$ cat src/design/fpa_pkg.sv
`default_nettype none
package fpa_pkg;

   // fraction bits of the raw fixed-point format
   localparam int FRAC_BITS = 8;
   localparam int DIV_STEPS = 33;

   localparam logic [31:0] MAX_VALUE = 32'h7FFF_FFFF;
   localparam logic [31:0] MIN_VALUE = 32'h8000_0000;

   typedef enum logic [3:0] {
      FUNC_ADD  = 4'd0,
      FUNC_SUB  = 4'd1,
      FUNC_MUL  = 4'd2,
      FUNC_DIV  = 4'd3,
      FUNC_MIN  = 4'd4,
      FUNC_MAX  = 4'd5,
      FUNC_INC  = 4'd6,
      FUNC_DEC  = 4'd7,
      FUNC_ITOF = 4'd8,
      FUNC_FTOI = 4'd9
   } func_type;

   // per-item data that rides along with the divider
   typedef struct packed {
      logic [3:0]  func;
      logic        less;
      logic        equal;
      logic        greater;
      logic        ovf;
      logic        neg;
      logic [31:0] res;
   } meta_type;

   typedef struct packed {
      meta_type    meta;
      logic [32:0] quot;
      logic [31:0] rem;
      logic [32:0] nlow;
      logic [32:0] dvs;
   } div_type;

   // signed 32-bit pattern from sign and magnitude, saturated; returns {ovf, value}
   function automatic logic [32:0] sat_mag(input logic neg, input logic [63:0] mag);
      logic [31:0] val;
      logic        ovf;
      ovf = 1'b0;
      val = mag[31:0];
      if (neg) begin
         if (mag > 64'h8000_0000) begin
            ovf = 1'b1;
            val = MIN_VALUE;
         end else begin
            val = 32'd0 - mag[31:0];
         end
      end else if (mag > 64'h7FFF_FFFF) begin
         ovf = 1'b1;
         val = MAX_VALUE;
      end
      return {ovf, val};
   endfunction

   // saturate a signed 33-bit sum; returns {ovf, value}
   function automatic logic [32:0] sat33(input logic [32:0] s);
      if (s[32] != s[31]) begin
         return {1'b1, (s[32] ? MIN_VALUE : MAX_VALUE)};
      end
      return {1'b0, s[31:0]};
   endfunction

endpackage
`default_nettype wire

$ cat src/design/fpa_div_step.sv
`default_nettype none
module fpa_div_step import fpa_pkg::*; (
   input  wire logic clock,
   input  wire logic reset,
   input  wire logic en,
   input  wire logic in_valid,
   input  div_type   in_div,
   output logic      out_valid,
   output div_type   out_div
);

   logic    valid_ff;
   div_type div_ff, div_in;

   // one restoring step: shift in the next numerator bit, subtract if it fits
   always_comb begin
      logic [32:0] t;
      logic        ge;
      t  = {in_div.rem, in_div.nlow[32]};
      ge = t >= in_div.dvs;
      div_in      = in_div;
      div_in.rem  = ge ? 32'(t - in_div.dvs) : t[31:0];
      div_in.quot = {in_div.quot[31:0], ge};
      div_in.nlow = {in_div.nlow[31:0], 1'b0};
   end

   always_ff @(posedge clock) begin
      if (reset) begin
         valid_ff <= 1'b0;
      end else if (en) begin
         valid_ff <= in_valid;
      end
   end

   always_ff @(posedge clock) begin
      if (en) begin
         div_ff <= div_in;
      end
   end

   assign out_valid = valid_ff;
   assign out_div   = div_ff;

endmodule
`default_nettype wire

$ cat config.mk
export PLATFORM = sky130hd
export DESIGN_NAME = fpa_div_step
export DESIGN_NICKNAME = d
export VERILOG_FILES = /design/src/design/fpa_pkg.sv /design/src/design/fpa_div_step.sv
export SDC_FILE = /design/constraint.sdc
export NUM_CORES = 1
export LEC_CHECK = 0
export ABC_AREA = 1
export BUFFER_PORTS_ARGS = -buffer_cell sky130_fd_sc_hd__buf_2
export CAP_MARGIN = 10
export CORE_MARGIN = 2
export CORE_UTILIZATION = 40
export DETAILED_ROUTE_END_ITERATION = 10
export PLACE_DENSITY = 0.72
export SETUP_SLACK_MARGIN = 0.02
export SYNTH_ARGS = -nofsm -noshare
export SYNTH_HDL_FRONTEND = slang
export SYNTH_SLANG_ARGS = --single-unit
$ cat constraint.sdc
create_clock -name clock -period 2.2 [get_ports clock]
set_input_delay 0.11 -clock clock [delete_from_list [all_inputs] [get_ports clock]]
set_output_delay 0.11 -clock clock [all_outputs]
set_load 0.05 [all_outputs]
==> out/results.txt <==
Final Critical Period -> 2118 ps
Starting Density -> 41.03%
CTS tree -> yes
Yosys cell types -> 31
Clk Latency, worst-skew pair -> 420 ps
Max-Cap Viols -> 0
wire per inst -> 18.23 um
Peak VDD IR -> 0.4313 mV
Pre-Repair DR Iteration Count -> 5
CP Launch Type -> input port
crit-path cells -> dlygate4sd3_1 > buf_2 > inv_1 > ha_4 > nand2_2 > nor2_4 > nand2_2 > nor2_4 > nand3b_1 > nand2_2 > nor2_4 > buf_12 > buf_12 > nand3_1 > nand2_1
Crit path buffers/inverters -> 5
Post-synth EDFFs -> 171
Hold Path Stages -> 3
Die Ht -> 148.8 um
Hold Crit Class -> in2reg
Filler Cell Count -> 1590
CP top delay family -> buffers and inverters
Iter 0 DRT Violations -> 435
clk buf depth -> 2
Pleak -> 6.314 nW
r2r startpoint -> out_valid$_SDFFE_PP0P_
setup_tns -> 0 ps
placer congestion estimate -> 0.9294
Total Routed Length -> 29970 um
post-DR vias/cell -> 4.729
Reg clk slew, reported paths -> 80 ps
RSZ-0062 raised after global routing -> no
Final ANT Viol Nets -> 0
clock root buffer -> clkbuf_16
DP HPWL -> 20310 um
first-pass GRT wire length -> 42600 um
row cnt -> 52
worst-path fanout max -> 24
CTS buffer count -> 17
Vias -> 7775
placed cells -> 1445
Design Area, Final -> 13130 sq um
die area -> 22130 sq um
Syn. warnings -> 0
status -> complete, no violations
kind of critical path -> in2reg
largest net degree at the start of global routing -> 52
Stages on worst setup path -> 15
Die W -> 148.8 um
I/O Buffers -> 346
Pwr Density -> 760.8 nW/um^2
CP max-delay cell -> dlygate4sd3_1
setup violators final -> 0
GRT Residual Overflow -> 0
DR DRC count -> 0
syn_nets -> 1037
depth of the worst register-to-register path -> 3
Mapped Area -> 8382 sq um
total power -> 0.009987 W
Final Hold Fails -> 0
area post-placement -> 10520 sq um
Fmax -> 472.2 MHz
clock sinks -> 172
initial antenna violation count -> 4
leading cell type in the layout, fill and taps excluded -> buf_2
Synth Register Bits -> 172
depth of the CTS H-tree -> 4
syn avg cell area -> 10.14 sq um
hold path start -> in_div[83]
Worst EP required -> 2390 ps
core area -> 20430 sq um
Post-Syn Instances -> 827
Critical Path End Type -> register
Worst Setup SP -> in_div[12]
largest stage delay on the critical path -> 540 ps
io pins -> 349
Slew Viols, Final -> 0
ratio of cells with drive above 1 in the final layout -> 34.84%
area grow syn2layout -> 56.60%
period utilization -> 96.26%
Arrival @ worst endpoint -> 2300 ps
post-synthesis sequential area ratio -> 61.50%
Clock Skew -> 0 ps
Layout Cells excl Fill -> 1644
commonest non-fill, non-tap cells in the layout -> 344 x buf_2, 253 x nand2_1, 171 x edfxtp_1
post-synthesis async set-or-reset flop share -> 0%
total track usage -> 25.64%
ys flop type -> edfxtp_1
number of global-route vias before repair -> 7712
fin nets -> 1569
[per-layer routing]
layer / vias to the layer above / global-route usage (%) / wire length [um]
met3: 76 / 6.269 / 2061
met4: 4 / 12.52 / 1561
li1: 3758 / - / -
met5: - / 0 / 26
met1: 3592 / 29.04 / 11430
met2: 345 / 45.35 / 14890
[power breakdown]
| part | internal [W] | switching [W] | leakage (nW) |
|---|---|---|---|
| Combinational | 0.000877 | 0.00205 | 4.34 |
| Sequential | 0.00395 | 0.0000786 | 1.68 |
| Clock | 0.00154 | 0.00149 | 0.290 |
[worst paths after layout]
kind                       endpoint  slack (ps)
max           out_div[77]$_DFFE_PP_          80
min           out_div[84]$_DFFE_PP_          20
max reg2reg  out_valid$_SDFFE_PP0P_        1060
min reg2reg  out_valid$_SDFFE_PP0P_        1050
[layout make-up]
cell class | instances | area (sq um) | share of cell area (%)
clock inverters | 15 | 166.4 | 1.268
clock buffers | 17 | 425.4 | 3.241
inverters | 151 | 566.8 | 4.318
well taps | 270 | 337.8 | 2.574
diodes | 2 | 5.005 | 0.03813
repair buffers | 522 | 3543 | 26.99
flip-flops and latches | 172 | 5155 | 39.27
multi-input cells | 495 | 2927 | 22.30
[sequential cells by signal (all words and copies together) (netlist names)]
register and cells:
out_div 171, out_valid 1
[cell usage after synthesis, types with 2 or more instances]
master,n,area share (%)
edfxtp_1,171,61
a21oi_1,23,1.4
xor2_1,13,1.4
nor2_2,6,0.45
nand4_1,2,0.15
nor2_1,34,1.5
a21o_1,2,0.18
nor3_1,7,0.42
inv_1,149,6.7
buf_6,2,0.27
o21ai_0,3,0.18
nand2_1,271,12
inv_2,2,0.090
and2_1,8,0.60
nand3_1,52,3.1
buf_2,7,0.42
nand3_2,16,1.9
ha_1,33,4.9
nand2_2,4,0.30
nand3b_1,11,0.99
[metrics by stage]
step           setup WS, ps  utilization [%]  hold slack [ps]
3_5_place_dp          41.32            51.49            272.0
3_3_place_gp          69.91            51.49            272.4
4_1_cts               36.64            62.18            1.753
6_report              82.38            64.25            21.88
2_1_floorplan         494.6                -            182.4
5_1_grt               5.885            64.24            17.10
[kinds of logic (layout without fill, tap and decap cells)]
kind of cell / count (synthesis) / in the layout / share of synthesized area [%]
XOR/XNOR: 14 / 14 / 1.463
adder cells (fa/ha/maj): 34 / 34 / 5.165
AND/OR/NAND/NOR: 415 / 417 / 22.20
AO/OA/AOI/OAI: 28 / 28 / 1.731
buffers and inverters: 162 / 705 / 7.777
flip-flops: 172 / 172 / 61.50
multiplexers: 1 / 1 / 0.1194
other: 1 / 3 / 0.04474
[worst reg2reg max path, stage by stage (launching register included)]
cell and delay (ps):
dfxtp_1 310, mux2i_1 120, nor2_1 50, dlygate4sd3_1 550
[timing repair]
| action | CTS | global route |
|---|---|---|
| hold buffers | 159 | 0 |
| setup endpoints to repair | 0 | 33 |
| resized for setup | 0 | 64 |
| endpoints found under the hold margin | 158 | 0 |
| buffers inserted | 0 | 3 |
No activity file was read; power rests on OpenSTA's default activity.
