<file path="src/design/fpa_pkg.sv">
`default_nettype none
package fpa_pkg;

   // fraction bits of the raw fixed-point format
   localparam int FRAC_BITS = 8;
   localparam int DIV_STEPS = 33;

   localparam logic [31:0] MAX_VALUE = 32'h7FFF_FFFF;
   localparam logic [31:0] MIN_VALUE = 32'h8000_0000;

   typedef enum logic [3:0] {
      FUNC_ADD  = 4'd0,
      FUNC_SUB  = 4'd1,
      FUNC_MUL  = 4'd2,
      FUNC_DIV  = 4'd3,
      FUNC_MIN  = 4'd4,
      FUNC_MAX  = 4'd5,
      FUNC_INC  = 4'd6,
      FUNC_DEC  = 4'd7,
      FUNC_ITOF = 4'd8,
      FUNC_FTOI = 4'd9
   } func_type;

   // per-item data that rides along with the divider
   typedef struct packed {
      logic [3:0]  func;
      logic        less;
      logic        equal;
      logic        greater;
      logic        ovf;
      logic        neg;
      logic [31:0] res;
   } meta_type;

   typedef struct packed {
      meta_type    meta;
      logic [32:0] quot;
      logic [31:0] rem;
      logic [32:0] nlow;
      logic [32:0] dvs;
   } div_type;

   // signed 32-bit pattern from sign and magnitude, saturated; returns {ovf, value}
   function automatic logic [32:0] sat_mag(input logic neg, input logic [63:0] mag);
      logic [31:0] val;
      logic        ovf;
      ovf = 1'b0;
      val = mag[31:0];
      if (neg) begin
         if (mag > 64'h8000_0000) begin
            ovf = 1'b1;
            val = MIN_VALUE;
         end else begin
            val = 32'd0 - mag[31:0];
         end
      end else if (mag > 64'h7FFF_FFFF) begin
         ovf = 1'b1;
         val = MAX_VALUE;
      end
      return {ovf, val};
   endfunction

   // saturate a signed 33-bit sum; returns {ovf, value}
   function automatic logic [32:0] sat33(input logic [32:0] s);
      if (s[32] != s[31]) begin
         return {1'b1, (s[32] ? MIN_VALUE : MAX_VALUE)};
      end
      return {1'b0, s[31:0]};
   endfunction

endpackage
`default_nettype wire

</file>
<file path="src/design/fpa_back.sv">
`default_nettype none
module fpa_back import fpa_pkg::*; (
   input  wire logic        clock,
   input  wire logic        reset,
   input  wire logic        en,
   input  wire logic        in_valid,
   input  div_type          in_div,
   output logic             out_valid,
   output logic [39:0]      out_data
);

   logic        valid_ff;
   logic [39:0] data_ff, data_in;

   // finish divide and pack the result word
   always_comb begin
      logic [31:0] res;
      logic        ovf, dz;
      logic [32:0] sm;
      res = in_div.meta.res;
      ovf = in_div.meta.ovf;
      dz  = 1'b0;
      sm  = sat_mag(in_div.meta.neg, {31'd0, in_div.quot});
      if (in_div.meta.func == FUNC_DIV) begin
         if (in_div.dvs == 33'd0) begin
            res = '0;
            ovf = 1'b0;
            dz  = 1'b1;
         end else if (in_div.meta.ovf) begin
            res = in_div.meta.neg ? MIN_VALUE : MAX_VALUE;
         end else begin
            res = sm[31:0];
            ovf = sm[32];
         end
      end
      data_in = {3'b000, dz, ovf, in_div.meta.greater, in_div.meta.equal,
                 in_div.meta.less, res};
   end

   always_ff @(posedge clock) begin
      if (reset) begin
         valid_ff <= 1'b0;
      end else if (en) begin
         valid_ff <= in_valid;
      end
   end

   always_ff @(posedge clock) begin
      if (en) begin
         data_ff <= data_in;
      end
   end

   assign out_valid = valid_ff;
   assign out_data  = data_ff;

endmodule
`default_nettype wire

</file>
<file path="config.mk">
export PLATFORM = sky130hd
export DESIGN_NAME = fpa_back
export DESIGN_NICKNAME = d
export VERILOG_FILES = /design/src/design/fpa_pkg.sv /design/src/design/fpa_back.sv
export SDC_FILE = /design/constraint.sdc
export NUM_CORES = 1
export LEC_CHECK = 0
export BUFFER_PORTS_ARGS = -buffer_cell sky130_fd_sc_hd__buf_2
export CAP_MARGIN = 20
export CORE_AREA = 2 2 92 94
export CTS_CLUSTER_SIZE = 25
export DETAILED_ROUTE_END_ITERATION = 10
export DIE_AREA = 0 0 94 96
export MAX_ROUTING_LAYER = met4
export PLACE_DENSITY_LB_ADDON = 0.08
export REMOVE_ABC_BUFFERS = 1
export SLEW_MARGIN = 5
export SYNTH_ARGS = -nofsm -noshare
export SYNTH_HDL_FRONTEND = slang
export SYNTH_SLANG_ARGS = --single-unit
export TNS_END_PERCENT = 20
</file>
<file path="constraint.sdc">
create_clock -name clock -period 2.2 [get_ports clock]
set_input_delay 0.11 -clock clock [delete_from_list [all_inputs] [get_ports clock]]
set_output_delay 0.11 -clock clock [all_outputs]
set_load 0.01 [all_outputs]
</file>
==> results.toml <==
[outcome]
status = "complete, no violations"

[synth]
syn_inst = 307
synth_ff_type = "edfxtp_1"
async_flop_share_pct = 0
yosys-top-cells-area = "edfxtp_1 (39%), nand2_1 (4.3%), a221o_2 (3.9%)"
synth-edff-count = 37
yosys.cell_types.count = 54
yosys_warnings = 0
synth_area_um2 = 2880
synth_top_area_cell = "edfxtp_1"
synth_top_cell_area_share_pct = 38.6
ys_seq_elements = 38
ys_seq_area_share_pct = 39.3
post_synth.cell_area_avg_um2 = 9.38

[worst_hold_path]
hold_depth = 3
hold_end = "out_data[15]$_DFFE_PP_"
hp-class = "primary input to flip-flop"
hp-start = "in_div[146]"

[clock_tree]
path_clk_slew_ps = 100
post-cts-setup-buffers = 0
cts_made_buffers = 5
root_buffer = "clkbuf_8"
clock_sinks = 38
h-tree-depth = 2
clk-insertion-delay-late_ps = 290
cts_tree = "built"
clk_path_buf_depth = 2

[worst_setup_path]
crit_chain = "buf_2 > buf_4 > or4_1 > nor3_1 > nand3_1 > xnor2_1 > a22oi_1 > a221o_2"
critPathBufInv = 2
reg2reg_depth = 2
reg2reg_from = "out_valid$_SDFFE_PP0P_"
critPathRequiredTime_ps = 2240
crit_arrival_ps = 2150
timing.rr.end = "out_valid$_SDFFE_PP0P_"
cp_top_family = "simple AND/OR/NAND/NOR gates"
r2r_slack_ps = 1590
cp_max_fo = 5
slowest_delay_ps = 590
end_kind = "flip-flop"
crit_slowest_cell = "or4_1"
cp-start-kind = "primary input"
cp.depth = 8
worstSetupPathType = "primary input to flip-flop"

[place]
dp_cells = 594
pre_cts_slack_ps = -191
hpwl_um = 8190
gp_congestion = 1.01
dpl-instance-area_um2 = 4080
io_buffers = 148

[sta]
holdWs_ps = 80.5
worst_pin_slew_ps = 817
maxSlewViolCount = 0
hold_viol_final = 0
fin_crit_sh_pct = 95.7
worst_slack_ps = 94.6
setup_viol = 0
fmax_mhz = 475
clock_skew_ps = 0
slew_headroom_pct = 45.3
fin_crit_ps = 2110
rsz0062_at_grt = "false"

[pwr]
power.total_uw = 1880
peakVddDrop_mv = 0.242
cellPowerDensity_nw_per_um2 = 448
p_leak_uw = 0.00182

[grt]
grt_pass1_wl_um = 15400
grt_overflow = 0
grt_max_degree = 27
antenna_found_initial = 0
grt_pass1_vias = 2978
grtUsageTotal_pct = 22.6

[layout]
nNetsFinal = 678
n_antenna_cell = 0
instances_no_fill = 606
area.growth.synth_to_final_pct = 45.9
design_area_um2 = 4200
drive_gt1_share_pct = 47.5

[detailed_routing]
drc = 0
antenna_left = 0
avgRoutedWirePerCell_um = 16.8
wl_um = 10200
vias = 3196
drtPass1Iterations = 4
post_drt_via_cell_ratio = 5.27
drtIter0Drc = 157

[floorplan]
core-area_um2 = 8050
die_w_um = 94
die_h_um = 96
initial_utilization_pct = 35.8
die_area_um2 = 9020
ioPinCount = 217
rows = 33

[job]
cap_violations = 0
## timing repair
item / 4_1_cts / 5_1_grt
hold buffers: 4 / 0
endpoints found under the hold margin: 4 / 0
gates resized for setup: 0 / 0
## routing by layer
layer / wire length [um] / up-vias / global-route usage (%)
li1: - / 1578 / -
met1: 4720 / 1509 / 30.4
met2: 4880 / 103 / 37.3
met3: 537 / 6 / 2.90
met4: 68 / 0 / 3.74
met5: 0 / - / -
## worst min-delay path: cells and delay by family
family                 cells  cell delay (ps)
buffers and inverters      1               80
AO/OA/AOI/OAI              1               60
AND/OR/NAND/NOR            1               40
## report_power, final
| part | leakage (uW) | total [uW] | switching, uW | internal (uW) |
|---|---|---|---|---|
| combinational | 0.00141 | 514 | 272 | 242 |
| sequential | 0.000370 | 879 | 14.7 | 864 |
| clock | 0.0000416 | 491 | 273 | 218 |
| total | 0.00182 | 1880 | 560 | 1320 |
## cell families after synthesis
family	share of synthesized area (%)
simple gates	23.7
compound gates	22.9
flops	39.3
buf+inv	5.34
xor+xnor	6.69
mux	1.09
fa+ha+maj	0.869
other cells	0.130
## cells in the mapped netlist, types with 2 or more instances
cell type,n
inv_1,4
nand3_1,5
ha_1,2
o31ai_1,8
o21ai_2,2
a211oi_1,4
buf_4,3
nor2_1,26
clkbuf_1,17
nor4_4,2
nor3_1,14
o21ai_0,8
xnor2_1,11
nand4_1,12
or3_1,7
a21oi_1,11
buf_6,4
o32ai_1,9
or2_2,3
nor4_1,14
o21ai_1,8
nand2_1,33
edfxtp_1,37
mux2i_1,2
a2bb2oi_1,2
a221o_1,2
or4_1,2
a31oi_1,3
xor2_1,11
a221o_2,10
nand3b_1,2
a22oi_1,7
## flip-flops by register name, summed over array words and instances, names as in the netlist
signal	flops
out_data	37
out_valid	1
## through the flow
| step | TNS (ps) | utilization, % |
|---|---|---|
| 6_report | 0 | 52.2 |
| 5_1_grt | 0 | 52.2 |
| 4_1_cts | 0 | 52.2 |
| 3_5_place_dp | -3950 | 50.6 |
| 3_3_place_gp | -2880 | 50.6 |
| 2_1_floorplan | -294 | - |
## cell usage in the layout (no fill, tap or decap), types with 8 or more instances in the layout
master,count
buf_2,148
buf_4,55
edfxtp_1,37
nand2_1,33
nor2_1,26
nor4_1,14
nor3_1,14
nand4_1,12
a21oi_1,11
xor2_1,11
xnor2_1,11
a221o_2,10
o32ai_1,9
o31ai_1,8
o21ai_0,8
o21ai_1,8
## how the worst max path moves through the flow
stage	startpoint	endpoint	slack, ps
after CTS	in_div[98]	out_data[17]$_DFFE_PP_	110
after global placement	in_div[109]	out_data[23]$_DFFE_PP_	-190
after detailed placement	in_div[98]	out_data[17]$_DFFE_PP_	-190
after floorplan	in_div[98]	out_data[18]$_DFFE_PP_	-90
after global routing	in_div[99]	out_data[10]$_DFFE_PP_	10
final	in_div[98]	out_data[23]$_DFFE_PP_	90
## layout make-up
class                   instances  area, um2
flip-flops and latches         38       1130
inverters                       5       18.8
clock inverters                 3       16.3
repair buffers                209       1230
fillers                       818       3850
clock buffers                   5       68.8
multi-input cells             241       1600
well taps                     105        131
(Power assumes the default switching activity.)
