==> src/design/fpa_pkg.sv <==
`default_nettype none
package fpa_pkg;

   // fraction bits of the raw fixed-point format
   localparam int FRAC_BITS = 8;
   localparam int DIV_STEPS = 33;

   localparam logic [31:0] MAX_VALUE = 32'h7FFF_FFFF;
   localparam logic [31:0] MIN_VALUE = 32'h8000_0000;

   typedef enum logic [3:0] {
      FUNC_ADD  = 4'd0,
      FUNC_SUB  = 4'd1,
      FUNC_MUL  = 4'd2,
      FUNC_DIV  = 4'd3,
      FUNC_MIN  = 4'd4,
      FUNC_MAX  = 4'd5,
      FUNC_INC  = 4'd6,
      FUNC_DEC  = 4'd7,
      FUNC_ITOF = 4'd8,
      FUNC_FTOI = 4'd9
   } func_type;

   // per-item data that rides along with the divider
   typedef struct packed {
      logic [3:0]  func;
      logic        less;
      logic        equal;
      logic        greater;
      logic        ovf;
      logic        neg;
      logic [31:0] res;
   } meta_type;

   typedef struct packed {
      meta_type    meta;
      logic [32:0] quot;
      logic [31:0] rem;
      logic [32:0] nlow;
      logic [32:0] dvs;
   } div_type;

   // signed 32-bit pattern from sign and magnitude, saturated; returns {ovf, value}
   function automatic logic [32:0] sat_mag(input logic neg, input logic [63:0] mag);
      logic [31:0] val;
      logic        ovf;
      ovf = 1'b0;
      val = mag[31:0];
      if (neg) begin
         if (mag > 64'h8000_0000) begin
            ovf = 1'b1;
            val = MIN_VALUE;
         end else begin
            val = 32'd0 - mag[31:0];
         end
      end else if (mag > 64'h7FFF_FFFF) begin
         ovf = 1'b1;
         val = MAX_VALUE;
      end
      return {ovf, val};
   endfunction

   // saturate a signed 33-bit sum; returns {ovf, value}
   function automatic logic [32:0] sat33(input logic [32:0] s);
      if (s[32] != s[31]) begin
         return {1'b1, (s[32] ? MIN_VALUE : MAX_VALUE)};
      end
      return {1'b0, s[31:0]};
   endfunction

endpackage
`default_nettype wire

==> src/design/fpa_front.sv <==
`default_nettype none
module fpa_front import fpa_pkg::*; (
   input  wire logic        clock,
   input  wire logic        reset,
   input  wire logic        en,
   input  wire logic        in_valid,
   input  wire logic [3:0]  func,
   input  wire logic [31:0] operand_a,
   input  wire logic [31:0] operand_b,
   output logic             out_valid,
   output div_type          out_div
);

   logic        v1_ff, v2_ff, v3_ff;
   meta_type    m1_ff, m1_in;
   logic [31:0] mag_a_ff, mag_a_in, mag_b_ff, mag_b_in;
   meta_type    m2_ff, m2_in;
   logic [63:0] prod_ff, prod_in;
   logic [31:0] rem2_ff, rem2_in;
   logic [32:0] nlow2_ff, nlow2_in, dvs2_ff, dvs2_in;
   div_type     d3_ff, d3_in;

   // stage 1: compare, simple operations, magnitudes
   always_comb begin
      logic signed [31:0] sa, sb;
      logic signed [63:0] wide;
      logic [32:0]        sr;
      sa = operand_a;
      sb = operand_b;
      m1_in         = '0;
      m1_in.func    = func;
      m1_in.less    = sa < sb;
      m1_in.equal   = sa == sb;
      m1_in.greater = sa > sb;
      m1_in.neg     = operand_a[31] ^ operand_b[31];
      wide = 64'(sa) <<< FRAC_BITS;
      sr = '0;
      case (func)
         FUNC_ADD: sr = sat33({sa[31], sa} + {sb[31], sb});
         FUNC_SUB: sr = sat33({sa[31], sa} - {sb[31], sb});
         FUNC_MIN: sr = {1'b0, (m1_in.less ? operand_a : operand_b)};
         FUNC_MAX: sr = {1'b0, (m1_in.greater ? operand_a : operand_b)};
         FUNC_INC: sr = sat33({sa[31], sa} + 33'd1);
         FUNC_DEC: sr = sat33({sa[31], sa} - 33'd1);
         FUNC_ITOF: begin
            if (wide > 64'sh7FFF_FFFF) sr = {1'b1, MAX_VALUE};
            else if (wide < -64'sh8000_0000) sr = {1'b1, MIN_VALUE};
            else sr = {1'b0, wide[31:0]};
         end
         FUNC_FTOI: sr = {1'b0, 32'(sa >>> FRAC_BITS)};
         default: sr = '0;
      endcase
      m1_in.ovf = sr[32];
      m1_in.res = sr[31:0];
      mag_a_in = operand_a[31] ? 32'd0 - operand_a : operand_a;
      mag_b_in = operand_b[31] ? 32'd0 - operand_b : operand_b;
   end

   // stage 2: multiply and set up the divider
   always_comb begin
      logic [63:0] num;
      logic        pre;
      prod_in = {32'd0, mag_a_ff} * {32'd0, mag_b_ff};
      num = ({32'd0, mag_a_ff} << (FRAC_BITS + 1)) + {32'd0, mag_b_ff};
      dvs2_in = {mag_b_ff, 1'b0};
      pre = {2'b00, num[63:33]} >= dvs2_in;
      rem2_in = pre ? 32'd0 : {1'b0, num[63:33]};
      nlow2_in = num[32:0];
      m2_in = m1_ff;
      if (m1_ff.func == FUNC_DIV) m2_in.ovf = pre;
   end

   // stage 3: round and saturate the product
   always_comb begin
      logic [63:0] q;
      logic [32:0] sm;
      q = (prod_ff + (64'd1 << (FRAC_BITS - 1))) >> FRAC_BITS;
      sm = sat_mag(m2_ff.neg, q);
      d3_in.meta = m2_ff;
      if (m2_ff.func == FUNC_MUL) begin
         d3_in.meta.ovf = sm[32];
         d3_in.meta.res = sm[31:0];
      end
      d3_in.quot = '0;
      d3_in.rem  = rem2_ff;
      d3_in.nlow = nlow2_ff;
      d3_in.dvs  = dvs2_ff;
   end

   // advance valid bits
   always_ff @(posedge clock) begin
      if (reset) begin
         v1_ff <= 1'b0;
         v2_ff <= 1'b0;
         v3_ff <= 1'b0;
      end else if (en) begin
         v1_ff <= in_valid;
         v2_ff <= v1_ff;
         v3_ff <= v2_ff;
      end
   end

   // advance payload
   always_ff @(posedge clock) begin
      if (en) begin
         m1_ff    <= m1_in;
         mag_a_ff <= mag_a_in;
         mag_b_ff <= mag_b_in;
         m2_ff    <= m2_in;
         prod_ff  <= prod_in;
         rem2_ff  <= rem2_in;
         nlow2_ff <= nlow2_in;
         dvs2_ff  <= dvs2_in;
         d3_ff    <= d3_in;
      end
   end

   assign out_valid = v3_ff;
   assign out_div   = d3_ff;

endmodule
`default_nettype wire

==> config.mk <==
export PLATFORM = sky130hd
export DESIGN_NAME = fpa_front
export DESIGN_NICKNAME = d
export VERILOG_FILES = /design/src/design/fpa_pkg.sv /design/src/design/fpa_front.sv
export SDC_FILE = /design/constraint.sdc
export NUM_CORES = 2
export LEC_CHECK = 0
export ABC_AREA = 1
export ABC_CLOCK_PERIOD_IN_PS = 7500
export BUFFER_PORTS_ARGS = -buffer_cell sky130_fd_sc_hd__clkbuf_2
export CAP_MARGIN = 20
export CORE_MARGIN = 3
export CORE_UTILIZATION = 49
export CTS_BUF_LIST = sky130_fd_sc_hd__clkbuf_16
export DETAILED_ROUTE_END_ITERATION = 8
export PLACE_DENSITY = 0.67
export RECOVER_POWER = 50
export SLEW_MARGIN = 15
export SYNTH_ARGS = -nofsm -noshare
export SYNTH_HDL_FRONTEND = slang
export SYNTH_SLANG_ARGS = --single-unit
export TNS_END_PERCENT = 50
==> constraint.sdc <==
create_clock -name clock -period 7.5 [get_ports clock]
set_input_delay 0 -clock clock [delete_from_list [all_inputs] [get_ports clock]]
set_output_delay 0 -clock clock [all_outputs]
set_load 0.1 [all_outputs]
==> impl_results.md <==
* Synth area leader: fa_1
* Slowest CP cell: fa_1
* Post-DRT Antenna Nets at 0
* Reg2reg end: prod_ff[49]
* Startpoint class of the critical path: flop
* Gpl congestion at ~1
* FMAX at 0.137 GHz
* DR vias at about 55000
* Most common cell on crit path: fa_1
* Area after DPL at about 66000 um2
* Antenna violations before repair at 14
* Most common cell in the netlist: nand2_1
* Root Driver: clkbuf_16
* Fill count at between 10000 and 15000
* Worst hold start: operand_b[27]
* Max stage delay on crit path at about 0.6 ns
* Synth top area share at 0.289
* Post-Route WL at 217000 um
* Drt first pass iters at 9
* Top_reg_cell synth: edfxtp_1
* R2r setup slk at 0.18 ns
* Register-to-Register Path Depth at 25
* Hold path cells at 3
* Area grow syn2layout at 9.66%
* Worst EP required at approximately 8 ns
* Critical path's top delay family: adder cells
* Tcrit/Tclk final at 0.976
* Syn avg cell area at 7.63 um2
* Asr flop ratio synth at 0
* Sink Count at between 300 and 400
* Setup Crit Path Kind: flop to flop
* # rows at between 100 and 150
* Endpoints failing setup at 0
* Crit-path max FO at 31
* Critical Path End Type: flop
* Initial Util at 0.494
* Final TNS setup at 0 ns
* Worst EP arrival at between 7 and 8 ns
* Hold Vio Cnt, Final at 0
* List of most frequent post-synthesis cells: nand2_1 (2020), inv_1 (2013), fa_1 (898), nor2_1 (561), edfxtp_1 (374)
* Non-filler instance count after layout at around 10000
* Main area contributors after synthesis: fa_1 (29%), edfxtp_1 (18%), nand2_1 (12%)
* Synth warn at 0
* CTS tree: yes
* Slew HR at -2.22
* Run status: finished, violations left
* Number of global-route vias before repair at 55000
* Gate count of the mapped netlist at around 8200
* Vias per std cell at 5.46
* Failing checks: max-capacitance violations, max-slew violations
* RSZ-0062 raised after global routing: true
* Initial DRC Count at between 5000 and 6000
* # H-tree levels at 2
* Residual DRC at 0
* Die height at about 360 um
* PortBufs at roughly 190
* Number of synthesized flops with an enable pin at around 370
* Die area at 131000 um2
* First-pass GRT wire length at approximately 330000 um
* Design area at about 68000 um2
* Cell area after synthesis at 62200 um2
* Netlist cell types at 66
* Critical path buffers and inverters at 8
* Max Clock Skew at between 0.06 and 0.07 ns
* # IOs at 245
* Worst-skew pair later-pin latency at about 0.67 ns
* Core box area at between 100000 and 150000 um2
* DP HPWL at between 150000 and 200000 um
* FF+latch count, synth at approximately 380
* R2R Path Start: mag_b_ff[13]
* Drt wl/cell at 21.6 um
* Total GRT Usage at 0.329
* Placed Cells at 9853
* Layout net count at between 9000 and 10000
* Share of layout cells above drive strength 1 at 0.0749
* Worst-Margin Slew at between 4 and 5 ns
* Die X at between 300 and 400 um
* Clock buffer count from CTS at 44
* Register clock-pin slew on the reported worst setup and hold paths at 0.07 ns
* Total gr overflow at 0
* Hold path endpoint: mag_b_ff[27]
* Largest net degree at the start of global routing at roughly 130
* Worst hold path class: primary input to flop
* Sequential fraction of the synthesis area at 0.181
* Max Buffers Root-to-Sink at 3
* Max capacitance violation total at 2
* Fin crit period at between 7 and 8 ns
* Slew Limit Fails at 120
what timing repair did:
item	in CTS	in global routing
resized for setup	0	67
buffers inserted	0	22
endpoints found under the hold margin	124	0
endpoints found under the setup margin	0	34
hold buffers	52	0
placed cells by master, fill, tap and decap left out, types with 23 or more instances in the layout:
cell,instances
inv_1,2018
nand2_1,2016
fa_1,894
nor2_1,551
edfxtp_1,374
ha_1,359
nand3_1,307
a21oi_1,272
o21ai_0,243
clkbuf_2,180
buf_4,167
xor2_1,162
nand4_1,78
nor3_1,62
conb_1,57
buf_12,57
dlygate4sd3_1,52
clkbuf_16,44
a31oi_1,34
xnor2_1,33
nor4_1,25
nand3b_1,25
or2_2,23
registers in the layout (all words and copies together), names as in the netlist:
| name | flops |
|---|---|
| d3_in | 8 |
| dvs2_ff | 23 |
| m1_ff | 41 |
| m2_ff | 33 |
| mag_a_ff | 32 |
| mag_b_ff | 32 |
| nlow2_ff | 33 |
| out_div | 106 |
| out_valid | 1 |
| prod_ff | 57 |
| rem2_ff | 9 |
| v1_ff | 1 |
| v2_ff | 1 |
per-stage QoR:
step	worst slack (ns)	hold slack, ns	util
floorplan	0.585	0.0691	-
detailed placement	0.128	0.199	0.523
finish	0.180	0.0476	0.542
global placement	0.126	0.196	0.523
CTS	0.0620	0.00103	0.539
global route	-0.0191	0.0140	0.542
logic make-up after synthesis:
kind of cell	Yosys count	synth area share
XOR/XNOR	197	0.0277
AO/OA/AOI/OAI	706	0.0632
flip-flops	377	0.181
AND/OR/NAND/NOR	3182	0.212
buffers and inverters	2429	0.152
adder cells (fa/ha/maj)	1265	0.363
other	1	0.0000603
multiplexers	1	0.000161
final cells by class:
class / count / area [um2] / share of cell area
Multi-Input combinational cell: 5408 / 41900 / 0.614
Sequential cell: 377 / 11300 / 0.165
Inverter: 2023 / 7590 / 0.111
Timing Repair Buffer: 469 / 3890 / 0.0571
Tap cell: 1650 / 2060 / 0.0303
Clock buffer: 44 / 1100 / 0.0161
Clock inverter: 37 / 372 / 0.00545
Antenna cell: 3 / 7.51 / 0.000110
worst register-to-register path: cells and delay by family (launching register included):
family                     cells  cell delay [ns]
adders and majority gates      9             4.53
and+or+nand+nor                5             0.52
DFF                            1             0.43
buffers and inverters          8             0.73
AOI/OAI and AO/OA              3             0.80
layer usage:
metal  share of wire  routed length (um)  global-route usage  up-vias
li1                -                   -                   -    24700
met1            0.40               87100               0.440    26500
met2            0.44               96000               0.517     2979
met3            0.11               23800              0.0811      589
met4           0.045                9760               0.122        4
met5         0.00012                  27            0.000370        -
worst max-delay path by stage:
stage / from / end / cells past startpoint
detailed placement: mag_b_ff[16] / prod_ff[60] / 24
global placement: mag_a_ff[12] / prod_ff[32] / 26
CTS: mag_a_ff[7] / prod_ff[60] / 24
finish: mag_b_ff[13] / prod_ff[49] / 25
floorplan: mag_a_ff[0] / prod_ff[56] / 24
global route: mag_b_ff[13] / prod_ff[61] / 25
Power is not shown: default switching activity piles up to over one toggle a cycle in this logic, so the estimate is an artifact.
